[config.mk]
export PLATFORM = sky130hd
export DESIGN_NAME = temperature_to_led_pulse_codes_core
export DESIGN_NICKNAME = d
export VERILOG_FILES = /design/src/hw/rtl/tlpc_pkg.sv /design/src/hw/rtl/tlpc_front.sv /design/src/hw/rtl/tlpc_queue.sv /design/src/hw/rtl/tlpc_serializer.sv /design/src/hw/rtl/temperature_to_led_pulse_codes_core.sv
export VERILOG_INCLUDE_DIRS = /design/src /design/src/hw/rtl
export SDC_FILE = /design/constraint.sdc
export NUM_CORES = 1
export LEC_CHECK = 0
export ABC_AREA = 1
export BUFFER_PORTS_ARGS = -buffer_cell sky130_fd_sc_hd__buf_2
export CORE_ASPECT_RATIO = 1.5
export CORE_MARGIN = 4
export CORE_UTILIZATION = 44
export DETAILED_ROUTE_END_ITERATION = 16
export PLACE_DENSITY_LB_ADDON = 0.2
export SETUP_SLACK_MARGIN = 0.4
export SKIP_CTS_REPAIR_TIMING = 1
export SLEW_MARGIN = 20
export SYNTH_ARGS = -nofsm -noshare
export SYNTH_HDL_FRONTEND = slang
export SYNTH_SLANG_ARGS = --single-unit
[constraint.sdc]
create_clock -name aclk -period 3.4 [get_ports aclk]
set_input_delay 0.51 -clock aclk [delete_from_list [all_inputs] [get_ports aclk]]
set_output_delay 0.51 -clock aclk [all_outputs]
set_load 0.02 [all_outputs]
[src/hw/rtl/temperature_to_led_pulse_codes_core_macros.svh]
// Assertion macros shared by the temperature to LED pulse-code core.
// Used by the queue and the serializer; expects aclk and aresetn in scope.
`ifndef TEMPERATURE_TO_LED_PULSE_CODES_CORE_MACROS_SVH
`define TEMPERATURE_TO_LED_PULSE_CODES_CORE_MACROS_SVH

// Checked on every clock edge outside reset.
`define TLPC_ASSERT(label, prop, msg) \
    label: assert property (@(posedge aclk) disable iff (!aresetn) prop) else $error(msg);

// Checked on every clock edge, reset included.
`define TLPC_ASSERT_ALWAYS(label, prop, msg) \
    label: assert property (@(posedge aclk) prop) else $error(msg);

`endif

[src/hw/rtl/tlpc_pkg.sv]
// Types and constants of the temperature to LED pulse-code core.
// No dependencies.
package tlpc_pkg;

    localparam int TEMP_W   = 8;
    localparam int WIDTH_W  = 16;
    localparam int REPEAT_W = 6;
    localparam int CFG_ADDR_W = 8;
    localparam int BITS_PER_COLOUR = 24;
    localparam int BITCNT_W = 5;

    localparam logic [REPEAT_W-1:0] RESET_SLOTS = 6'd50;
    localparam logic [REPEAT_W-1:0] DATA_REPEAT = 6'd1;

    localparam logic [WIDTH_W-1:0] ONE_WIDTH_RST  = 16'd60;
    localparam logic [WIDTH_W-1:0] ZERO_WIDTH_RST = 16'd30;

    localparam logic [CFG_ADDR_W-1:0] REG_ONE_WIDTH  = 8'd0;
    localparam logic [CFG_ADDR_W-1:0] REG_ZERO_WIDTH = 8'd1;

    typedef struct packed {
        logic [7:0] green;
        logic [7:0] red;
        logic [7:0] blue;
    } colour_t;

endpackage

[src/hw/rtl/tlpc_front.sv]
// Front end: takes temperature transactions, picks the band and builds the colour.
// Depends on tlpc_pkg; feeds tlpc_queue.
module tlpc_front
    import tlpc_pkg::*;
(
    input  logic              s_tvalid,
    output logic              s_tready,
    input  logic [TEMP_W-1:0] s_temperature,
    input  logic              q_full,
    output logic              q_push,
    output colour_t           q_colour
);

    typedef enum logic [2:0] {
        BAND_COLD = 3'b001,
        BAND_MID  = 3'b010,
        BAND_HOT  = 3'b100
    } band_t;

    band_t      band;
    logic [7:0] d_mid;
    logic [7:0] d_hot;
    logic [7:0] t10;
    logic [7:0] mid10;
    logic [7:0] hot10;
    logic [7:0] hot5;

    always_comb begin
        if (s_temperature <= 8'd25) begin
            band = BAND_COLD;
        end else if (s_temperature <= 8'd50) begin
            band = BAND_MID;
        end else begin
            band = BAND_HOT;
        end
    end

    assign d_mid = s_temperature - 8'd25;
    assign d_hot = s_temperature - 8'd50;
    assign t10   = 8'(s_temperature * 8'd10);
    assign mid10 = 8'(d_mid * 8'd10);
    assign hot10 = 8'(d_hot * 8'd10);
    assign hot5  = 8'(d_hot * 8'd5);

    always_comb begin
        q_colour = '0;
        case (band)
            BAND_COLD: begin
                q_colour.blue  = 8'd255 - t10;
                q_colour.green = t10;
            end
            BAND_MID: begin
                q_colour.green = 8'd255 - mid10;
                q_colour.red   = mid10;
            end
            BAND_HOT: begin
                q_colour.red  = 8'd255 - hot10;
                q_colour.blue = hot5;
            end
            default: begin
                q_colour = '0;
            end
        endcase
    end

    assign s_tready = !q_full;
    assign q_push   = s_tvalid && !q_full;

endmodule

[src/hw/rtl/tlpc_queue.sv]
// Short colour queue between the front end and the serializer.
// Depends on tlpc_pkg and the assertion macro header.
`include "temperature_to_led_pulse_codes_core_macros.svh"

module tlpc_queue
    import tlpc_pkg::*;
#(
    parameter int DEPTH = 2
)
(
    input  logic    aclk,
    input  logic    aresetn,
    input  logic    push,
    input  colour_t push_colour,
    output logic    full,
    input  logic    pop,
    output logic    not_empty,
    output colour_t pop_colour
);

    localparam int PTR_W = $clog2(DEPTH);
    localparam int CNT_W = $clog2(DEPTH + 1);

    colour_t            mem_reg [DEPTH];
    logic [PTR_W-1:0]   wr_ptr_reg;
    logic [PTR_W-1:0]   wr_ptr_next;
    logic [PTR_W-1:0]   rd_ptr_reg;
    logic [PTR_W-1:0]   rd_ptr_next;
    logic [CNT_W-1:0]   count_reg;
    logic [CNT_W-1:0]   count_next;
    logic               do_push;
    logic               do_pop;

    assign full       = (count_reg == CNT_W'(DEPTH));
    assign not_empty  = (count_reg != '0);
    assign pop_colour = mem_reg[rd_ptr_reg];
    assign do_push    = push && !full;
    assign do_pop     = pop && not_empty;

    always_comb begin
        wr_ptr_next = wr_ptr_reg;
        rd_ptr_next = rd_ptr_reg;
        count_next  = count_reg;
        if (do_push) begin
            wr_ptr_next = (wr_ptr_reg == PTR_W'(DEPTH - 1)) ? '0 : wr_ptr_reg + 1'b1;
        end
        if (do_pop) begin
            rd_ptr_next = (rd_ptr_reg == PTR_W'(DEPTH - 1)) ? '0 : rd_ptr_reg + 1'b1;
        end
        if (do_push && !do_pop) begin
            count_next = count_reg + 1'b1;
        end else if (do_pop && !do_push) begin
            count_next = count_reg - 1'b1;
        end
    end

    always_ff @(posedge aclk) begin
        if (!aresetn) begin
            wr_ptr_reg <= '0;
            rd_ptr_reg <= '0;
            count_reg  <= '0;
        end else begin
            wr_ptr_reg <= wr_ptr_next;
            rd_ptr_reg <= rd_ptr_next;
            count_reg  <= count_next;
        end
    end

    always_ff @(posedge aclk) begin
        if (do_push) begin
            mem_reg[wr_ptr_reg] <= push_colour;
        end
    end

    `TLPC_ASSERT(a_count_bound, count_reg <= CNT_W'(DEPTH), "queue count overflow")
    `TLPC_ASSERT(a_no_pop_empty, (pop && !not_empty) |=> (count_reg == $past(count_reg) + CNT_W'($past(do_push))), "pop on empty queue changed count")
    `TLPC_ASSERT_ALWAYS(a_reset_empty, !aresetn |=> !not_empty, "queue not empty after reset")

endmodule

[src/hw/rtl/tlpc_serializer.sv]
// Back end: shifts each colour out MSB first as pulse-width transactions,
// then one reset-run transaction. Depends on tlpc_pkg and the macro header.
`include "temperature_to_led_pulse_codes_core_macros.svh"

module tlpc_serializer
    import tlpc_pkg::*;
(
    input  logic               aclk,
    input  logic               aresetn,
    input  logic               q_not_empty,
    input  colour_t            q_colour,
    output logic               q_pop,
    input  logic [WIDTH_W-1:0] one_width,
    input  logic [WIDTH_W-1:0] zero_width,
    output logic               m_tvalid,
    input  logic               m_tready,
    output logic [WIDTH_W-1:0] m_pulse_width,
    output logic [REPEAT_W-1:0] m_repeat_count,
    output logic               m_last_slot
);

    logic [BITS_PER_COLOUR-1:0] shift_reg;
    logic [BITS_PER_COLOUR-1:0] shift_next;
    logic [BITCNT_W-1:0]        bit_cnt_reg;
    logic [BITCNT_W-1:0]        bit_cnt_next;
    logic                       busy_reg;
    logic                       busy_next;
    logic                       valid_reg;
    logic                       valid_next;
    logic [WIDTH_W-1:0]         width_reg;
    logic [WIDTH_W-1:0]         width_next;
    logic [REPEAT_W-1:0]        repeat_reg;
    logic [REPEAT_W-1:0]        repeat_next;
    logic                       last_reg;
    logic                       last_next;
    logic                       load;

    assign load = !valid_reg || m_tready;

    always_comb begin
        shift_next   = shift_reg;
        bit_cnt_next = bit_cnt_reg;
        busy_next    = busy_reg;
        valid_next   = valid_reg && !m_tready;
        width_next   = width_reg;
        repeat_next  = repeat_reg;
        last_next    = last_reg;
        q_pop        = 1'b0;
        if (load) begin
            if (busy_reg) begin
                valid_next = 1'b1;
                if (bit_cnt_reg == BITCNT_W'(BITS_PER_COLOUR)) begin
                    width_next   = '0;
                    repeat_next  = RESET_SLOTS;
                    last_next    = 1'b1;
                    busy_next    = 1'b0;
                    bit_cnt_next = '0;
                end else begin
                    width_next   = shift_reg[BITS_PER_COLOUR-1] ? one_width : zero_width;
                    repeat_next  = DATA_REPEAT;
                    last_next    = 1'b0;
                    shift_next   = {shift_reg[BITS_PER_COLOUR-2:0], 1'b0};
                    bit_cnt_next = bit_cnt_reg + 1'b1;
                end
            end else if (q_not_empty) begin
                q_pop        = 1'b1;
                valid_next   = 1'b1;
                width_next   = q_colour[BITS_PER_COLOUR-1] ? one_width : zero_width;
                repeat_next  = DATA_REPEAT;
                last_next    = 1'b0;
                shift_next   = {q_colour[BITS_PER_COLOUR-2:0], 1'b0};
                bit_cnt_next = BITCNT_W'(1);
                busy_next    = 1'b1;
            end
        end
    end

    always_ff @(posedge aclk) begin
        if (!aresetn) begin
            bit_cnt_reg <= '0;
            busy_reg    <= 1'b0;
            valid_reg   <= 1'b0;
        end else begin
            bit_cnt_reg <= bit_cnt_next;
            busy_reg    <= busy_next;
            valid_reg   <= valid_next;
        end
    end

    always_ff @(posedge aclk) begin
        shift_reg  <= shift_next;
        width_reg  <= width_next;
        repeat_reg <= repeat_next;
        last_reg   <= last_next;
    end

    assign m_tvalid       = valid_reg;
    assign m_pulse_width  = width_reg;
    assign m_repeat_count = repeat_reg;
    assign m_last_slot    = last_reg;

    `TLPC_ASSERT(a_cnt_range, bit_cnt_reg <= BITCNT_W'(BITS_PER_COLOUR), "bit counter out of range")
    `TLPC_ASSERT(a_frame_continues, (valid_reg && m_tready && !last_reg) |=> valid_reg, "gap inside a frame")
    `TLPC_ASSERT(a_last_is_reset_run, (valid_reg && last_reg) |-> (width_reg == '0 && repeat_reg == RESET_SLOTS && !busy_reg), "bad reset-run transaction")
    `TLPC_ASSERT(a_pop_idle_only, q_pop |-> (!busy_reg && load), "queue popped mid frame")

endmodule

[src/hw/rtl/temperature_to_led_pulse_codes_core.sv]
// The first pulse transaction of a temperature is registered in the queue, then in the
// serializer's output register. Each temperature gives 25 output transactions (24 bits plus
// reset run), one per cycle while m_tready is high, from the serializer's single output slot.
// The front end keeps accepting while the queue of QUEUE_DEPTH colours has room.
// Reset (aresetn low, synchronous): queue and serializer empty, one_width = 60,
// zero_width = 30.
module temperature_to_led_pulse_codes_core
    import tlpc_pkg::*;
#(
    parameter int QUEUE_DEPTH = 2
)
(
    input  logic                  aclk,
    input  logic                  aresetn,
    input  logic                  cfg_wr_en,
    input  logic [CFG_ADDR_W-1:0] cfg_addr,
    input  logic [WIDTH_W-1:0]    cfg_wdata,
    input  logic                  s_tvalid,
    output logic                  s_tready,
    input  logic [7:0]            s_tdata,   // [7:0] temperature
    output logic                  m_tvalid,
    input  logic                  m_tready,
    output logic [23:0]           m_tdata,   // [15:0] pulse_width, [21:16] repeat_count, zero fill
    output logic                  m_tlast    // last_slot
);

    logic [WIDTH_W-1:0]  one_width_reg;
    logic [WIDTH_W-1:0]  zero_width_reg;
    logic                q_push;
    logic                q_full;
    logic                q_pop;
    logic                q_not_empty;
    colour_t             push_colour;
    colour_t             pop_colour;
    logic [WIDTH_W-1:0]  pulse_width;
    logic [REPEAT_W-1:0] repeat_count;

    always_ff @(posedge aclk) begin
        if (!aresetn) begin
            one_width_reg  <= ONE_WIDTH_RST;
            zero_width_reg <= ZERO_WIDTH_RST;
        end else if (cfg_wr_en) begin
            case (cfg_addr)
                REG_ONE_WIDTH:  one_width_reg  <= cfg_wdata;
                REG_ZERO_WIDTH: zero_width_reg <= cfg_wdata;
                default: begin
                end
            endcase
        end
    end

    tlpc_front u_front (
        .s_tvalid      (s_tvalid),
        .s_tready      (s_tready),
        .s_temperature (s_tdata[TEMP_W-1:0]),
        .q_full        (q_full),
        .q_push        (q_push),
        .q_colour      (push_colour)
    );

    tlpc_queue #(
        .DEPTH (QUEUE_DEPTH)
    ) u_queue (
        .aclk        (aclk),
        .aresetn     (aresetn),
        .push        (q_push),
        .push_colour (push_colour),
        .full        (q_full),
        .pop         (q_pop),
        .not_empty   (q_not_empty),
        .pop_colour  (pop_colour)
    );

    tlpc_serializer u_serializer (
        .aclk           (aclk),
        .aresetn        (aresetn),
        .q_not_empty    (q_not_empty),
        .q_colour       (pop_colour),
        .q_pop          (q_pop),
        .one_width      (one_width_reg),
        .zero_width     (zero_width_reg),
        .m_tvalid       (m_tvalid),
        .m_tready       (m_tready),
        .m_pulse_width  (pulse_width),
        .m_repeat_count (repeat_count),
        .m_last_slot    (m_tlast)
    );

    assign m_tdata = {2'b00, repeat_count, pulse_width};

endmodule
---- After elaboration in Yosys (flattened, before gate mapping) ----
Memories as Yosys holds them, arrays and structs flattened. A register that Yosys moved wholly into a read port is not among the register bits.
Index checks and enable logic that the tools add are counted.
Widths: inputs -> output; s select.
storage, ports and cells
  word-level logic and storage cells ...... 94
  input port bits ......................... 37
  flip-flop bits (word level) ............. 90
  memories ................................ 1
  memory bits (writable) .................. 48
  output and inout port bits .............. 27
  latch bits .............................. 0
  memory bits (read-only) ................. 0
memory list
  memory           depth  width  rd ports  clocked after memory_dff  write ports  line              source
  u_queue.mem_reg  2      24     1         1                         1            tlpc_queue.sv:24  colour_t mem_reg [DEPTH];
operators by class
  equal/unequal tests ..................... 7
  mux-type cells .......................... 38
  shifts and indexed selects .............. 0
  divide/modulo/power cells ............... 0
  reduce and logical (&&, ||, !) cells .... 20
  multipliers ............................. 4
  order comparisons ....................... 2
  bitwise operators ....................... 0
  $add $sub $neg .......................... 10
operator list
  cell                 number
  $mux 16              5
  $mux 24              3
  $pmux 8 s2           3
  $mul 8x3->7 const B  3
  $sub 8x8->8 const A  3
  $mux 6               3
  $mux 1               17
  $mux 5               3
  $eq 8x1->1 const B   1
  $le 8x5->1 const B   1
  $le 8x6->1 const B   1
  $logic_not 8->1      1
  $mul 8x3->8 const B  1
  $sub 8x5->8 const B  1
  $sub 8x6->8 const B  1
  $logic_and 1x1->1    6
  $mux 3               2
  $reduce_and 2->1     3
  $reduce_bool 2->1    3
  $add 5x1->5 const B  1
  $eq 5x5->1 const B   1
  $logic_not 1->1      5
  $mux 2               2
  $eq 3x1->1 const B   1
  other kinds (9)      10

---- Longest topological paths before layout ----
  depth in word-level cells ............... 8
  mapped depth ............................ 17
  mapped depth without buffers ............ 17

---- By module ----
From an unflattened synthesis, not the netlist that was laid out.
second synthesis, totals
  cell total of the unflattened synthesis .. 784
  area total of the unflattened synthesis .. 7298.2 um^2
modules (own cells, without submodules)
  module                               cells an instance  seq. area each (um^2)  times used  area each (um^2)
  tlpc_serializer                      296                1371.3                 1           2533.7
  tlpc_queue                           112                1541.5                 1           2083.2
  temperature_to_led_pulse_codes_core  195                640.6                  1           1398.8
  tlpc_front                           181                0.0                    1           1282.5

---- Worst setup path after synthesis ----
Ideal clock, no wire load.
  path type ............................... input to register
  start ................................... input port s_tdata[1]
  end ..................................... memory u_queue.mem_reg[0][23] in the netlist's numbering (data pin)
  arrival time ............................ 2.635 ns
  path buffers ............................ 0
  slack ................................... 0.496 ns
  cell stages on the path ................. 14
  required time ........................... 3.131 ns
  setup time .............................. 0.269 ns
  path through ............................ inv_1 -> ha_1 -> inv_1 -> o21ai_0 -> nand3_1 -> xor2_1 -> ha_1 -> ha_1 -> a21oi_1 -> nand2_1 -> nand3_1 -> nand4_1 -> nand3_1 -> o21ai_0
RTL lines
  what                line                                       source
  start: declaration  temperature_to_led_pulse_codes_core.sv:20  input logic [7:0] s_tdata,
  end: declaration    tlpc_queue.sv:24

==> impl_results.md <==
- Overflow after GRT: 0
- Seq/Total Area, Yosys: 0.540
- Setup TNS: 0 ns
- Area delta synth->final: 15.8%
- Ys Warns: 0
- CP peak stage delay: 0.36 ns
- Placed Cells: 919
- Post-DRT Antenna Nets: 0
- Cells after synthesis: 688
- Max Cap Viol: 0
- Worst Max-Slew Pin Slew: 0.995 ns
- Highest fanout seen on the critical path: 6
- Port bufs: 59
- Cell Chain, Critical Path: buf_2 -> clkinvlp_4 -> ha_1 -> inv_1 -> o21ai_0 -> buf_4 -> xor2_1 -> ha_1 -> ha_1 -> a21oi_2 -> nand2_1 -> nand3_1 -> nand2_1 -> nand2_1 -> nand2_1 -> nand2_1 -> nand2_1
- Power Total: 0.00614 W
- Worst Path Required: roughly 3.6 ns
- # diodes: 0
- Clock sink count: 133
- DR vias: 5090
- Initial core utilization: 0.451
- Initial drt markers: about 370
- DRC viols: 0
- Synth Area per Inst: around 9.6 um2
- Total track usage: 0.185
- Post-DP HPWL: 10200 um
- Sequential Area: 0.00355 mm2
- Unrepaired setup endpoints after global routing: false
- Placer Congestion: 0.819
- Area used by multi-input combinational logic: around 0.0027 mm2
- Die area: between 0.015 and 0.02 mm2
- Type of the tightest min-delay check: primary input to register
- Vias in the first global route: 5188
- CP endpoint kind: register
- Fin crit share: 0.810
- Max Root-Sink Buffers: 2
- Critical Path Start Type: primary input
- First-pass DRT Iterations: 5
- Most common cell after layout, fill and taps aside: nand2_1
- Status: completed
- Commonest cells after routing, fill and taps aside: 102 x nand2_1, 89 x edfxtp_1, 86 x nor2_1
- Final Instance Count excl. Fillers: between 900 and 1000
- Clk slew on worst S/H paths: 0.06 ns
- Placed cell area: 0.00701 mm2
- Die X: 108 um
- Setup Skew: 0.00684 ns
- Total CTS buffers: 17
- Share of cells above drive strength 1: 0.159
- NumNets Final: 815
- First-pass GRT wire length: 24800 um
- Fin area: 0.00762 mm2
- Row count: 54
- Power density over cell area: slightly above 800 mW/mm2
- CP bufs+invs: 4
- Max Clock Freq: 0.363 GHz
- Slowest cell on crit path: ha_1
- Slew HR: 0.337
- Most used cell, CP: nand2_1
- CP Class: primary input to register
- Top-Level Pins: 64
- Core area: between 0.01 and 0.015 mm2
- Peak supply drop: about 0.35 mV
- Die Y: 158 um
- WL final: 14900 um
- TritonCTS clock tree: built
- Largest net degree at the start of global routing: 42
- CP top delay family: adder cells
- DR WL/cell: 15.6 um
- Root buffer cell: clkbuf_16
- H-tree depth: 4
- Mapped cell area: 0.00658 mm2
- Min Tclk post-route: between 2 and 3 ns
- Leak: 3.20 nW
- Max FFs per register: 48
- Area contributors post-synth: edfxtp_1 41%, dfxtp_1 13%, a21oi_1 6.1%
- Fin. max-slew vios: 0
- Yosys reg bits: between 100 and 150
- Initial antenna violation count: 0
- Fillers: 1366
- Fin. Hold Viols: 0
- Vias per cell: 5.34
- Area leader, netlist: edfxtp_1
- Synth top area share: 0.406
- Post-route core utilization: 0.522
- Finish-stage setup viols: 0
- Clk_lat worst skew: about 0.41 ns
- Worst EP arrival: 2.91 ns
- Netlist cell types: 33
==> per-stage QoR <==
step | setup slack, ns | hold slack, ns
floorplan | 0.496 | 0.452
global placement | 0.331 | 0.472
detailed placement | 0.191 | 0.478
CTS | 0.612 | 0.340
global route | 0.476 | 0.352
finish | 0.647 | 0.349
==> report_power, final <==
part           internal (W)  switching (W)  total (W)
registers           0.00234       0.000188    0.00252
logic              0.000584        0.00126    0.00184
clock network       0.00108       0.000688    0.00177
total               0.00401        0.00214    0.00614
==> cells in the mapped netlist (all sizes together) <==
library cell / instances
o21a: 1
nor4: 1
conb: 1
o22ai: 23
xnor2: 4
o21ai: 54
xor2: 13
nor3: 1
nand4: 4
nand3b: 1
mux2i: 16
nand3: 26
clkbuf: 16
a21oi: 81
a221oi: 1
ha: 31
inv: 51
edfxtp: 89
dfxtp: 44
nor2: 90
a21o: 1
buf: 22
o211ai: 6
fa: 3
nand2: 108
==> area by class of cell <==
class / instances / share of cell area
Sequential cell: 133 / 0.466
Tap cell: 196 / 0.0322
Clock buffer: 18 / 0.0563
Multi-Input combinational cell: 469 / 0.348
Inverter: 51 / 0.0256
Timing Repair Buffer: 72 / 0.0516
Clock inverter: 14 / 0.0202
==> logic make-up (layout without fill, tap and decap cells) <==
family                     count (synthesis)  after routing  share of synthesized area
muxes                                     16             16                     0.0243
adders and majority gates                 34             34                     0.0681
AOI/OAI and AO/OA                        167            167                      0.136
buffers and inverters                     89            155                     0.0603
xor gates and xnor gates                  17             17                     0.0226
DFF                                      133            133                      0.540
and+or+nand+nor                          231            231                      0.148
other                                      1              4                   0.000570
==> final timing paths <==
kind	to	depth (start not counted)	from	slack [ns]
min	zero_width_reg[1]	3	cfg_wdata[1]	0.35
max	u_queue.mem_reg[0][15]	17	s_tdata[1]	0.65
min reg2reg	u_serializer.bit_cnt_reg[3]	2	u_serializer.bit_cnt_reg[3]	0.48
max reg2reg	u_serializer.m_pulse_width[8]	5	register	1.41
==> layer usage <==
layer	up-vias	wire length [um]	global-route usage
li1	2489	-	-
met1	2438	5860	0.206
met2	138	8140	0.343
met3	25	601	0.0277
met4	0	318	0.0854
met5	-	0	0
==> worst reg2reg max path, stage by stage (launching register included) <==
cell and delay, ns:
dfxtp_1 0.50, nand2_1 0.11, nand2_2 0.34, inv_1 0.38, o21ai_0 0.28, o22ai_1 0.10
No activity file was read; power rests on OpenSTA's default activity.
